<file path="src/hdl/clte_pkg.sv">
// Shared types and constants of the caching lock table engine.
// Used by the channel interfaces, the controller, the datapath and the top level.
package clte_pkg;

	localparam int OPCODE_W = 2;
	localparam int LOCK_W   = 64;
	localparam int CLIENT_W = 4;
	localparam int KIND_W   = 2;
	localparam int STATUS_W = 2;
	localparam int TOTAL_W  = 32;

	localparam logic [OPCODE_W-1:0] OP_ACQUIRE = 2'd0;
	localparam logic [OPCODE_W-1:0] OP_RELEASE = 2'd1;
	localparam logic [OPCODE_W-1:0] OP_STAT    = 2'd2;
	localparam logic [OPCODE_W-1:0] OP_NOP     = 2'd3;

	localparam logic [KIND_W-1:0] KIND_REPLY  = 2'd0;
	localparam logic [KIND_W-1:0] KIND_REVOKE = 2'd1;
	localparam logic [KIND_W-1:0] KIND_RETRY  = 2'd2;

	localparam logic [STATUS_W-1:0] ST_OK      = 2'd0;
	localparam logic [STATUS_W-1:0] ST_RETRY   = 2'd1;
	localparam logic [STATUS_W-1:0] ST_UNKNOWN = 2'd2;
	localparam logic [STATUS_W-1:0] ST_FULL    = 2'd3;

	typedef logic [1:0] out_sel_t;
	localparam out_sel_t SEL_MSG_A = 2'd0;
	localparam out_sel_t SEL_MSG_B = 2'd1;
	localparam out_sel_t SEL_REPLY = 2'd2;

	// commands from the controller to the datapath
	typedef struct packed {
		logic     capture;
		logic     scan;
		logic     exec;
		logic     load_out;
		out_sel_t out_sel;
	} cmd_t;

	// status from the datapath to the controller
	typedef struct packed {
		logic is_stat;
		logic is_nop;
		logic hit;
		logic miss;
		logic msg_a_valid;
		logic msg_b_valid;
		logic out_free;
	} sts_t;

endpackage

</file>
<file path="src/hdl/clte_ifs.sv">
// Request and result channel interfaces of the caching lock table engine.
// Depends on clte_pkg for the field widths.
interface clte_req_if import clte_pkg::*; ();
	logic                valid;
	logic                ready;
	logic [OPCODE_W-1:0] opcode;
	logic [LOCK_W-1:0]   lock_id;
	logic [CLIENT_W-1:0] client_id;

	modport source (output valid, output opcode, output lock_id, output client_id, input ready);
	modport sink (input valid, input opcode, input lock_id, input client_id, output ready);
endinterface

interface clte_rsp_if import clte_pkg::*; ();
	logic                valid;
	logic                ready;
	logic [KIND_W-1:0]   item_kind;
	logic [CLIENT_W-1:0] target_client;
	logic [LOCK_W-1:0]   message_lock;
	logic [STATUS_W-1:0] reply_status;
	logic [TOTAL_W-1:0]  acquire_total;
	logic                last_item;

	modport source (output valid, output item_kind, output target_client, output message_lock,
		output reply_status, output acquire_total, output last_item, input ready);
	modport sink (input valid, input item_kind, input target_client, input message_lock,
		input reply_status, input acquire_total, input last_item, output ready);
endinterface

</file>
<file path="src/hdl/caching_lock_table_engine.sv">
// Top level of the caching lock table engine: controller plus datapath.
// Depends on clte_pkg, clte_ifs, clte_ctrl and clte_dp.
//
// Lock server table: acquire, release and stat requests come in on req, and
// revoke, retry and reply items go out on rsp, the reply always last and
// flagged by last_item. One request is worked at a time. The lock id is looked
// up by scanning the used part of the table memory one entry per cycle through
// a registered read. An acquire or release passes decode, scan, exec and the
// emit states, with S_EMIT_B added when it sends two messages. A stat query
// skips the scan, and an ignored opcode goes back to idle after decode. The
// emit states wait while the output register is stalled. A new request is
// taken while the final reply still waits in the output register. Entries
// are allocated in order and never freed, so a fill count stands in for
// valid bits and no clearing pass follows reset.
module caching_lock_table_engine import clte_pkg::*; #(
	parameter int TABLE_ENTRIES = 16,
	parameter int CLIENTS = 16
) (
	input logic      clk,
	input logic      arst_n,
	clte_req_if.sink req,
	clte_rsp_if.source rsp
);

	cmd_t cmd;
	sts_t sts;

	clte_ctrl u_ctrl (
		.clk      (clk),
		.arst_n   (arst_n),
		.in_valid (req.valid),
		.in_ready (req.ready),
		.sts      (sts),
		.cmd      (cmd)
	);

	clte_dp #(
		.TABLE_ENTRIES (TABLE_ENTRIES),
		.CLIENTS       (CLIENTS)
	) u_dp (
		.clk           (clk),
		.arst_n        (arst_n),
		.cmd           (cmd),
		.sts           (sts),
		.opcode        (req.opcode),
		.lock_id       (req.lock_id),
		.client_id     (req.client_id),
		.rsp_valid     (rsp.valid),
		.rsp_ready     (rsp.ready),
		.item_kind     (rsp.item_kind),
		.target_client (rsp.target_client),
		.message_lock  (rsp.message_lock),
		.reply_status  (rsp.reply_status),
		.acquire_total (rsp.acquire_total),
		.last_item     (rsp.last_item)
	);

endmodule

</file>
<file path="src/hdl/clte_ctrl.sv">
// Controller of the caching lock table engine: sequences decode, table scan,
// update and result emission. Depends on clte_pkg for the command and status types.
module clte_ctrl import clte_pkg::*; (
	input  logic clk,
	input  logic arst_n,
	input  logic in_valid,
	output logic in_ready,
	input  sts_t sts,
	output cmd_t cmd
);

	localparam logic [2:0] S_IDLE   = 3'd0;
	localparam logic [2:0] S_DECODE = 3'd1;
	localparam logic [2:0] S_SCAN   = 3'd2;
	localparam logic [2:0] S_EXEC   = 3'd3;
	localparam logic [2:0] S_EMIT_A = 3'd4;
	localparam logic [2:0] S_EMIT_B = 3'd5;
	localparam logic [2:0] S_EMIT_R = 3'd6;

	logic [2:0] state_q;
	logic [2:0] state_d;

	assign in_ready = (state_q == S_IDLE);

	always_comb begin
		state_d = state_q;
		cmd = '0;
		cmd.out_sel = SEL_REPLY;
		unique case (state_q)
			S_IDLE: begin
				if (in_valid) begin
					cmd.capture = 1'b1;
					state_d = S_DECODE;
				end
			end
			S_DECODE: begin
				if (sts.is_nop) begin
					state_d = S_IDLE;
				end else if (sts.is_stat) begin
					state_d = S_EXEC;
				end else begin
					state_d = S_SCAN;
				end
			end
			S_SCAN: begin
				cmd.scan = 1'b1;
				if (sts.hit || sts.miss) begin
					state_d = S_EXEC;
				end
			end
			S_EXEC: begin
				cmd.exec = 1'b1;
				state_d = S_EMIT_A;
			end
			S_EMIT_A: begin
				if (!sts.msg_a_valid) begin
					state_d = S_EMIT_R;
				end else if (sts.out_free) begin
					cmd.load_out = 1'b1;
					cmd.out_sel = SEL_MSG_A;
					state_d = sts.msg_b_valid ? S_EMIT_B : S_EMIT_R;
				end
			end
			S_EMIT_B: begin
				if (sts.out_free) begin
					cmd.load_out = 1'b1;
					cmd.out_sel = SEL_MSG_B;
					state_d = S_EMIT_R;
				end
			end
			S_EMIT_R: begin
				if (sts.out_free) begin
					cmd.load_out = 1'b1;
					cmd.out_sel = SEL_REPLY;
					state_d = S_IDLE;
				end
			end
			default: begin
				state_d = S_IDLE;
			end
		endcase
	end

	always_ff @(posedge clk or negedge arst_n) begin
		if (!arst_n) begin
			state_q <= S_IDLE;
		end else begin
			state_q <= state_d;
		end
	end

endmodule

</file>
<file path="src/hdl/clte_dp.sv">
// Datapath of the caching lock table engine: request registers, the lock table
// memory with its scan, the entry update, the counters and the output register.
// Depends on clte_pkg.
module clte_dp import clte_pkg::*; #(
	parameter int TABLE_ENTRIES = 16,
	parameter int CLIENTS = 16
) (
	input  logic                clk,
	input  logic                arst_n,
	input  cmd_t                cmd,
	output sts_t                sts,
	input  logic [OPCODE_W-1:0] opcode,
	input  logic [LOCK_W-1:0]   lock_id,
	input  logic [CLIENT_W-1:0] client_id,
	output logic                rsp_valid,
	input  logic                rsp_ready,
	output logic [KIND_W-1:0]   item_kind,
	output logic [CLIENT_W-1:0] target_client,
	output logic [LOCK_W-1:0]   message_lock,
	output logic [STATUS_W-1:0] reply_status,
	output logic [TOTAL_W-1:0]  acquire_total,
	output logic                last_item
);

	localparam int AW = $clog2(TABLE_ENTRIES);
	localparam int CW = $clog2(TABLE_ENTRIES + 1);

	// lock table
	logic [LOCK_W-1:0]   key_mem   [TABLE_ENTRIES];
	logic                held_mem  [TABLE_ENTRIES];
	logic [CLIENT_W-1:0] owner_mem [TABLE_ENTRIES];
	logic                rev_mem   [TABLE_ENTRIES];
	logic [CLIENTS-1:0]  wait_mem  [TABLE_ENTRIES];

	logic [OPCODE_W-1:0] op_q;
	logic [LOCK_W-1:0]   lock_q;
	logic [CLIENT_W-1:0] client_q;

	logic [CW-1:0]      fill_q;
	logic [TOTAL_W-1:0] count_q;
	logic [CW-1:0]      scan_q;
	logic               issue;

	logic                rd_vld_s1;
	logic [AW-1:0]       rd_idx_s1;
	logic [LOCK_W-1:0]   rd_key_s1;
	logic                rd_held_s1;
	logic [CLIENT_W-1:0] rd_owner_s1;
	logic                rd_rev_s1;
	logic [CLIENTS-1:0]  rd_wait_s1;

	logic                found_q;
	logic [AW-1:0]       ent_idx_q;
	logic                ent_held_q;
	logic [CLIENT_W-1:0] ent_owner_q;
	logic                ent_rev_q;
	logic [CLIENTS-1:0]  ent_wait_q;

	logic                a_valid_q;
	logic [KIND_W-1:0]   a_kind_q;
	logic [CLIENT_W-1:0] a_tgt_q;
	logic                b_valid_q;
	logic [STATUS_W-1:0] rs_q;
	logic [TOTAL_W-1:0]  total_q;

	logic                hit;
	logic                full;
	logic [CLIENTS-1:0]  wbit;
	logic [CLIENTS-1:0]  low_wait;
	logic [CLIENT_W-1:0] first;
	logic                multi;

	logic                wr_en;
	logic [AW-1:0]       wr_idx;
	logic                n_held;
	logic [CLIENT_W-1:0] n_owner;
	logic                n_rev;
	logic [CLIENTS-1:0]  n_wait;
	logic                alloc;
	logic                cnt_inc;
	logic                a_valid;
	logic [KIND_W-1:0]   a_kind;
	logic [CLIENT_W-1:0] a_tgt;
	logic                b_valid;
	logic [STATUS_W-1:0] rs;
	logic [TOTAL_W-1:0]  total;

	assign issue = cmd.scan && (scan_q < fill_q);
	assign hit   = rd_vld_s1 && (rd_key_s1 == lock_q);
	assign full  = (fill_q == CW'(TABLE_ENTRIES));

	assign sts.is_stat     = (op_q == OP_STAT);
	assign sts.is_nop      = (op_q == OP_NOP);
	assign sts.hit         = hit;
	assign sts.miss        = !rd_vld_s1 && (scan_q == fill_q);
	assign sts.msg_a_valid = a_valid_q;
	assign sts.msg_b_valid = b_valid_q;
	assign sts.out_free    = !rsp_valid || rsp_ready;

	// clients at or above CLIENTS shift out of the wait bit and are never recorded as waiters
	assign wbit     = {{(CLIENTS-1){1'b0}}, 1'b1} << client_q;
	assign low_wait = ent_wait_q & (~ent_wait_q + {{(CLIENTS-1){1'b0}}, 1'b1});
	assign multi    = (ent_wait_q & (ent_wait_q - {{(CLIENTS-1){1'b0}}, 1'b1})) != '0;

	always_comb begin
		first = '0;
		for (int i = 0; i < CLIENTS; i++) begin
			if (low_wait[i]) begin
				first = first | CLIENT_W'(i);
			end
		end
	end

	// entry update and result plan for the captured request
	always_comb begin
		wr_en   = 1'b0;
		wr_idx  = ent_idx_q;
		n_held  = ent_held_q;
		n_owner = ent_owner_q;
		n_rev   = ent_rev_q;
		n_wait  = ent_wait_q;
		alloc   = 1'b0;
		cnt_inc = 1'b0;
		a_valid = 1'b0;
		a_kind  = KIND_REVOKE;
		a_tgt   = ent_owner_q;
		b_valid = 1'b0;
		rs      = ST_OK;
		total   = '0;
		case (op_q)
			OP_ACQUIRE: begin
				if (!found_q && full) begin
					rs = ST_FULL;
				end else begin
					cnt_inc = 1'b1;
					wr_en = 1'b1;
					if (!found_q) begin
						alloc = 1'b1;
						wr_idx = fill_q[AW-1:0];
					end
					if (!found_q || !ent_held_q) begin
						n_held = 1'b1;
						n_owner = client_q;
						n_rev = 1'b0;
						n_wait = found_q ? (ent_wait_q & ~wbit) : '0;
					end else begin
						n_wait = ent_wait_q | wbit;
						n_rev = 1'b1;
						rs = ST_RETRY;
						a_valid = !ent_rev_q;
					end
				end
			end
			OP_RELEASE: begin
				if (!found_q) begin
					rs = ST_UNKNOWN;
				end else begin
					wr_en = 1'b1;
					n_held = 1'b0;
					n_owner = '0;
					n_rev = 1'b0;
					if (ent_wait_q != '0) begin
						a_valid = 1'b1;
						a_kind = KIND_RETRY;
						a_tgt = first;
						b_valid = multi;
					end
				end
			end
			OP_STAT: begin
				total = count_q;
			end
			default: begin
			end
		endcase
	end

	// table memory: one write port, one registered read port
	always_ff @(posedge clk) begin
		if (cmd.exec && wr_en) begin
			key_mem[wr_idx]   <= lock_q;
			held_mem[wr_idx]  <= n_held;
			owner_mem[wr_idx] <= n_owner;
			rev_mem[wr_idx]   <= n_rev;
			wait_mem[wr_idx]  <= n_wait;
		end
		if (issue) begin
			rd_key_s1   <= key_mem[scan_q[AW-1:0]];
			rd_held_s1  <= held_mem[scan_q[AW-1:0]];
			rd_owner_s1 <= owner_mem[scan_q[AW-1:0]];
			rd_rev_s1   <= rev_mem[scan_q[AW-1:0]];
			rd_wait_s1  <= wait_mem[scan_q[AW-1:0]];
			rd_idx_s1   <= scan_q[AW-1:0];
		end
	end

	always_ff @(posedge clk or negedge arst_n) begin
		if (!arst_n) begin
			fill_q    <= '0;
			count_q   <= '0;
			scan_q    <= '0;
			rd_vld_s1 <= 1'b0;
			found_q   <= 1'b0;
			a_valid_q <= 1'b0;
			b_valid_q <= 1'b0;
		end else begin
			if (cmd.capture) begin
				scan_q <= '0;
				rd_vld_s1 <= 1'b0;
				found_q <= 1'b0;
			end else if (cmd.scan) begin
				rd_vld_s1 <= issue;
				if (issue) begin
					scan_q <= scan_q + CW'(1);
				end
				if (hit) begin
					found_q <= 1'b1;
				end
			end
			if (cmd.exec) begin
				a_valid_q <= a_valid;
				b_valid_q <= b_valid;
				if (alloc) begin
					fill_q <= fill_q + CW'(1);
				end
				if (cnt_inc) begin
					count_q <= count_q + TOTAL_W'(1);
				end
			end
		end
	end

	always_ff @(posedge clk) begin
		if (cmd.capture) begin
			op_q <= opcode;
			lock_q <= lock_id;
			client_q <= client_id;
		end
		// hold the matching entry once the scan finds it
		if (cmd.scan && hit) begin
			ent_idx_q   <= rd_idx_s1;
			ent_held_q  <= rd_held_s1;
			ent_owner_q <= rd_owner_s1;
			ent_rev_q   <= rd_rev_s1;
			ent_wait_q  <= rd_wait_s1;
		end
		if (cmd.exec) begin
			a_kind_q <= a_kind;
			a_tgt_q  <= a_tgt;
			rs_q     <= rs;
			total_q  <= total;
		end
	end

	// output register
	always_ff @(posedge clk or negedge arst_n) begin
		if (!arst_n) begin
			rsp_valid <= 1'b0;
		end else if (cmd.load_out) begin
			rsp_valid <= 1'b1;
		end else if (rsp_ready) begin
			rsp_valid <= 1'b0;
		end
	end

	always_ff @(posedge clk) begin
		if (cmd.load_out) begin
			message_lock <= lock_q;
			case (cmd.out_sel)
				SEL_MSG_A: begin
					item_kind     <= a_kind_q;
					target_client <= a_tgt_q;
					reply_status  <= ST_OK;
					acquire_total <= '0;
					last_item     <= 1'b0;
				end
				SEL_MSG_B: begin
					item_kind     <= KIND_REVOKE;
					target_client <= a_tgt_q;
					reply_status  <= ST_OK;
					acquire_total <= '0;
					last_item     <= 1'b0;
				end
				default: begin
					item_kind     <= KIND_REPLY;
					target_client <= client_q;
					reply_status  <= rs_q;
					acquire_total <= total_q;
					last_item     <= 1'b1;
				end
			endcase
		end
	end

endmodule
</file>
<file path="src/flat_wrapper.sv">
// flat-port wrapper written by rule: the top's interface ports become plain ports
module caching_lock_table_engine_flat import clte_pkg::*;
#(
	parameter int TABLE_ENTRIES = 16,
	parameter int CLIENTS = 16
)
  (clk, arst_n, req_valid, req_opcode, req_lock_id, req_client_id, req_ready, rsp_valid, rsp_item_kind, rsp_target_client, rsp_message_lock, rsp_reply_status, rsp_acquire_total, rsp_last_item, rsp_ready);
  clte_req_if req_i ();
  clte_rsp_if rsp_i ();
  input logic clk;
  input logic arst_n;
  input wire logic [$bits(req_i.valid)-1:0] req_valid;
  input wire logic [$bits(req_i.opcode)-1:0] req_opcode;
  input wire logic [$bits(req_i.lock_id)-1:0] req_lock_id;
  input wire logic [$bits(req_i.client_id)-1:0] req_client_id;
  output wire logic [$bits(req_i.ready)-1:0] req_ready;
  output wire logic [$bits(rsp_i.valid)-1:0] rsp_valid;
  output wire logic [$bits(rsp_i.item_kind)-1:0] rsp_item_kind;
  output wire logic [$bits(rsp_i.target_client)-1:0] rsp_target_client;
  output wire logic [$bits(rsp_i.message_lock)-1:0] rsp_message_lock;
  output wire logic [$bits(rsp_i.reply_status)-1:0] rsp_reply_status;
  output wire logic [$bits(rsp_i.acquire_total)-1:0] rsp_acquire_total;
  output wire logic [$bits(rsp_i.last_item)-1:0] rsp_last_item;
  input wire logic [$bits(rsp_i.ready)-1:0] rsp_ready;
  assign req_i.valid = req_valid;
  assign req_i.opcode = req_opcode;
  assign req_i.lock_id = req_lock_id;
  assign req_i.client_id = req_client_id;
  assign req_ready = req_i.ready;
  assign rsp_valid = rsp_i.valid;
  assign rsp_item_kind = rsp_i.item_kind;
  assign rsp_target_client = rsp_i.target_client;
  assign rsp_message_lock = rsp_i.message_lock;
  assign rsp_reply_status = rsp_i.reply_status;
  assign rsp_acquire_total = rsp_i.acquire_total;
  assign rsp_last_item = rsp_i.last_item;
  assign rsp_i.ready = rsp_ready;
  caching_lock_table_engine #(.TABLE_ENTRIES(TABLE_ENTRIES), .CLIENTS(CLIENTS)) u_core (.clk(clk), .arst_n(arst_n), .req(req_i), .rsp(rsp_i));
endmodule
</file>
<file path="config.mk">
export PLATFORM = sky130hd
export DESIGN_NAME = caching_lock_table_engine_flat
export DESIGN_NICKNAME = d
export VERILOG_FILES = /design/src/hdl/clte_pkg.sv /design/src/hdl/clte_ifs.sv /design/src/hdl/caching_lock_table_engine.sv /design/src/hdl/clte_ctrl.sv /design/src/hdl/clte_dp.sv /design/src/flat_wrapper.sv
export SDC_FILE = /design/constraint.sdc
export NUM_CORES = 2
export LEC_CHECK = 0
export BUFFER_PORTS_ARGS = -buffer_cell sky130_fd_sc_hd__buf_2
export CAP_MARGIN = 20
export CELL_PAD_IN_SITES_DETAIL_PLACEMENT = 0
export CELL_PAD_IN_SITES_GLOBAL_PLACEMENT = 1
export CORE_MARGIN = 3
export CORE_UTILIZATION = 35
export CTS_CLUSTER_DIAMETER = 150
export DETAILED_ROUTE_END_ITERATION = 16
export GPL_TIMING_DRIVEN = 0
export PLACE_DENSITY_LB_ADDON = 0.1
export SYNTH_ARGS = -nofsm -noshare
export SYNTH_HDL_FRONTEND = slang
export SYNTH_SLANG_ARGS = --single-unit
</file>
<file path="constraint.sdc">
create_clock -name clk -period 5.53 [get_ports clk]
set_clock_uncertainty 0.15 [all_clocks]
set_input_delay 1.106 -clock clk [delete_from_list [all_inputs] [get_ports clk]]
set_output_delay 1.106 -clock clk [all_outputs]
set_load 0.01 [all_outputs]
</file>
==> results <==
- The most used flip-flop cell after synthesis is sky130_fd_sc_hd__edfxtp_1.
- Buffers added to address setup during post-CTS repair amount to 0.
- The via density per instance is 5.181.
- The synthesized instance count is 2,882.
- The H-tree generated during clock tree synthesis spans 4 levels.
- The length of the first detailed-routing pass in iterations is 5.
- The die covers 195,200 um^2.
- The count of flip-flops with a built-in enable after synthesis is 1,707.
- The setup violation total in the final timing report is 0.
- The number of clock buffers added by TritonCTS is 191.
- Yosys mapped the design onto 71 distinct sky130hd cell types.
- After routing the design area is 78,870 um^2.
- The post-synthesis async set-or-reset flop share is 2.846%.
- In this run, flip-flops and latches consume 46.5% of the power.
- For the worst setup path, the data arrival time is 4.85 ns.
- The congestion estimate from routability-driven global placement came to 0.7495.
- The clock root buffer is sky130_fd_sc_hd__clkbuf_16.
- Gates resized during post-CTS repair numbered 0.
- The area of the core region is 188,200 um^2.
- The reported net switching power is 10.03 mW.
- The overall routing resource usage is 18.34%.
- After legalization and detailed placement, the total HPWL measured 118,300 um.
- The combinational fraction of design power is 19.9%.
- The number of sinks on the clock net is 1,757.
- The initial antenna violation count was 5.
- The die outline width is 441.8 um.
- Clock-pin slew was measured on the worst setup and hold paths at 0.06 ns.
- The routed wire length is 178,700 um.
- The antenna cell count is 0.
- The number of max-slew violations in the final report is 0.
- After the first detailed-routing iteration, the DRC count stood at 3,189.
- The largest fanout on the critical path is 18.
- The internal power is 26.00 mW.
- The slew of the pin with the lowest slew margin is 1.183 ns.
- The max capacitance violation total is 0.
- For this run, the register share of the synthesized area comes to 79.00%.
- The first global-routing pass estimated 253,800 um of wire.
- The worst setup path is of the flop to flop kind.
- The post-route clock period utilization is 81.44%.
- Synthesis inferred 1,757 register bits.
- The pin count of the biggest net entering global routing is 55.
- The number of nets with antenna violations after routing is 0.
- The number of top-level pins is 181.
- The run finished with clean final reports.
- Relative to the synthesized area, the layout overhead comes to 18.66%.
- The vertical extent of the die is 441.8 um.
- The clock insertion delay at the later pin of the skew report is 0.82 ns.
- In this run the power density over the cells is 456.8 nW/um^2.
- The worst pin sits at a relative slew slack of 21.14%.
- Buffers inserted to repair hold after CTS numbered 0.
- The number of global-route vias before repair is 33,350.
- The count of buffers inserted at the top-level ports is 180.
- The total vias in the final route is 31,260.
- The highest ir drop seen on vdd is 0.3179 mV.
- In this run, the clock network consumes 33.7% of the power.
- Setup repair after global routing left no endpoint under its margin.
- The post-route netlist has 31.31% of its cells at a drive strength greater than 1.
- The cell area reported after detailed placement is 72,850 um^2.
- For this run, design rule violations remaining after detail routing come to 0.
- Counting I/O delays and the setup requirement, the final critical path takes 4.504 ns.
- The net count of the finished layout is 3,462.
- At the worst endpoint, the required time is 5.88 ns.
- The synthesized area is 66,470 um^2.
- The switching power share of the total is 27.84%.
- The average instance area after synthesis is 23.06 um^2.
- For the final routed database, the setup TNS stands at 0 ns.
- The fraction of the core area covered by cells at the end of the flow is 41.91%.
- STA classifies the critical path endpoint as a flop.
- The tightest min-delay check is of the input port to async pin type.
- The sum of overflow across all layers after global routing is 0.
- The CTS tree is done.
- The effective utilization at floorplan is 35.32%.
- The count of yosys warnings during synthesis is 0.
- The number of hold-slack violations in the final timing report is 0.
- The total power draw is 36.03 mW.
- The clock passes through at most 3 buffers.
- For this run, the top clock speed supported by timing is 0.2220 GHz.
- The type of origin of the critical path is a flop.
- Counting every net in the synthesized netlist gives 2,965.
- The routed wirelength normalized by instance count is 29.62 um.
- The count of standard-cell rows is 159.
- The leakage dissipation is 24.77 nW.
[metrics by stage]
step / hold slack, ns / setup WS (ns) / std cells
6_report: 0.1248 / 1.026 / 6034
5_1_grt: 0.1033 / 0.9137 / 6034
3_5_place_dp: 0.2545 / 1.026 / 5676
4_1_cts: 0.05475 / 1.015 / 6029
3_3_place_gp: 0.2545 / -7.597 / 5557
2_1_floorplan: 0.2503 / -0.4568 / 2882
[area by class of cell]
class / instances / area, um^2
plain buffers: 118 / 616.8
clock buffers: 222 / 4938
clock inverters: 131 / 1036
fillers: 16400 / 109300
inverters: 40 / 160.2
multi-input cells: 967 / 13350
flip-flops and latches: 1757 / 52510
well taps: 2495 / 3122
repair buffers: 304 / 3139
[placed cells by master, fill, tap and decap left out, types with 39 or more instances in the layout]
master	n
sky130_fd_sc_hd__buf_12	79
sky130_fd_sc_hd__buf_2	198
sky130_fd_sc_hd__buf_4	39
sky130_fd_sc_hd__clkbuf_1	92
sky130_fd_sc_hd__clkbuf_16	193
sky130_fd_sc_hd__clkinv_1	50
sky130_fd_sc_hd__clkinv_2	45
sky130_fd_sc_hd__dfrtp_1	50
sky130_fd_sc_hd__edfxtp_1	1707
sky130_fd_sc_hd__mux4_2	430
sky130_fd_sc_hd__nand2_1	48
sky130_fd_sc_hd__nor2b_1	46
sky130_fd_sc_hd__xnor2_1	76
[power groups by stage]
stage	Combinational [mW]	Clock (mW)	Sequential, mW
2_1_floorplan	4.39	0	16.9
3_3_place_gp	6.91	0	17.1
3_5_place_dp	7.38	0	17.0
4_1_cts	7.40	12.5	16.8
5_1_grt	7.68	13.0	16.8
6_report	7.16	12.1	16.7
[layer usage]
layer | wire, um | share of wire (%) | GRT usage (%)
met1 | 80080 | 45 | 25.80
met2 | 87650 | 49 | 30.28
met3 | 7359 | 4.1 | 2.627
met4 | 3631 | 2.0 | 4.459
met5 | 0 | 0 | 0
[flip-flops by register name, summed over array words and instances (netlist names), 5 cells and up]
signal / cells
u_core.u_dp.fill_q: 5
u_core.u_dp.held_mem: 16
u_core.u_dp.total_q: 32
u_core.u_dp.ent_wait_q: 16
u_core.u_dp.rev_mem: 16
u_core.u_dp.lock_q: 64
u_core.u_dp.rd_wait_s1: 16
u_core.u_dp.message_lock: 64
u_core.u_dp.count_q: 32
u_core.u_dp.acquire_total: 32
u_core.u_dp.owner_mem: 64
u_core.u_dp.scan_q: 5
u_core.u_dp.key_mem: 1024
u_core.u_dp.wait_mem: 256
u_core.u_dp.rd_key_s1: 64
[synthesized netlist by cell type, types with 13 or more instances]
cell type / number / area share, %
sky130_fd_sc_hd__edfxtp_1: 1707 / 77
sky130_fd_sc_hd__mux4_2: 430 / 15
sky130_fd_sc_hd__xnor2_1: 76 / 1.0
sky130_fd_sc_hd__clkbuf_1: 63 / 0.36
sky130_fd_sc_hd__dfrtp_1: 50 / 1.9
sky130_fd_sc_hd__nand2_1: 48 / 0.27
sky130_fd_sc_hd__nor2b_1: 46 / 0.43
sky130_fd_sc_hd__nor2_1: 43 / 0.24
sky130_fd_sc_hd__o21ai_0: 41 / 0.31
sky130_fd_sc_hd__inv_1: 39 / 0.22
sky130_fd_sc_hd__and2_1: 35 / 0.33
sky130_fd_sc_hd__buf_4: 30 / 0.34
sky130_fd_sc_hd__nand3_1: 29 / 0.22
sky130_fd_sc_hd__nand4_1: 27 / 0.25
sky130_fd_sc_hd__a21oi_1: 22 / 0.17
sky130_fd_sc_hd__nor3_1: 22 / 0.17
sky130_fd_sc_hd__buf_2: 13 / 0.098
[critical path, stage by stage, from the launching register on]
cell	delay, ns
sky130_fd_sc_hd__edfxtp_1	0.66
sky130_fd_sc_hd__xnor2_1	0.77
sky130_fd_sc_hd__nand4_1	0.31
sky130_fd_sc_hd__nor4_1	0.80
sky130_fd_sc_hd__nand3_1	0.46
sky130_fd_sc_hd__nor3_2	0.58
sky130_fd_sc_hd__buf_6	0.24
sky130_fd_sc_hd__buf_6	0.18
[logic make-up (layout without fill, tap and decap cells)]
kind of cell    after synthesis  after routing  share of synthesized area, %
simple gates                312            312                         2.705
xor+xnor                     85             85                         1.120
compound gates              128            128                         1.239
flops                      1757           1757                         79.00
mux                         432            432                         14.60
buf+inv                     158            815                         1.154
fa+ha+maj                    10             10                        0.1845
[final timing paths]
path / startpoint / endpoint / slack (ns) / depth (start not counted)
setup / recovery: u_core.u_dp.lock_q[57]$_DFFE_PP_ / u_core.u_dp.ent_wait_q[7]$_DFFE_PP_ / 1.03 / 7
hold / removal: arst_n / u_core.u_dp.count_q[21]$_DFFE_PN0P_ / 0.12 / 1
setup reg to reg: u_core.u_dp.lock_q[57]$_DFFE_PP_ / u_core.u_dp.ent_wait_q[7]$_DFFE_PP_ / 1.03 / 7
hold reg to reg: u_core.u_dp.rd_wait_s1[5]$_DFFE_PP_ / u_core.u_dp.ent_wait_q[5]$_DFFE_PP_ / 0.26 / 0
max in group asynchronous: arst_n / u_core.u_dp.count_q[8]$_DFFE_PN0P_ / 4.53 / 2
min in group clk: u_core.u_dp.rd_wait_s1[5]$_DFFE_PP_ / u_core.u_dp.ent_wait_q[5]$_DFFE_PP_ / 0.26 / 0
No activity file was read; power rests on OpenSTA's default activity.
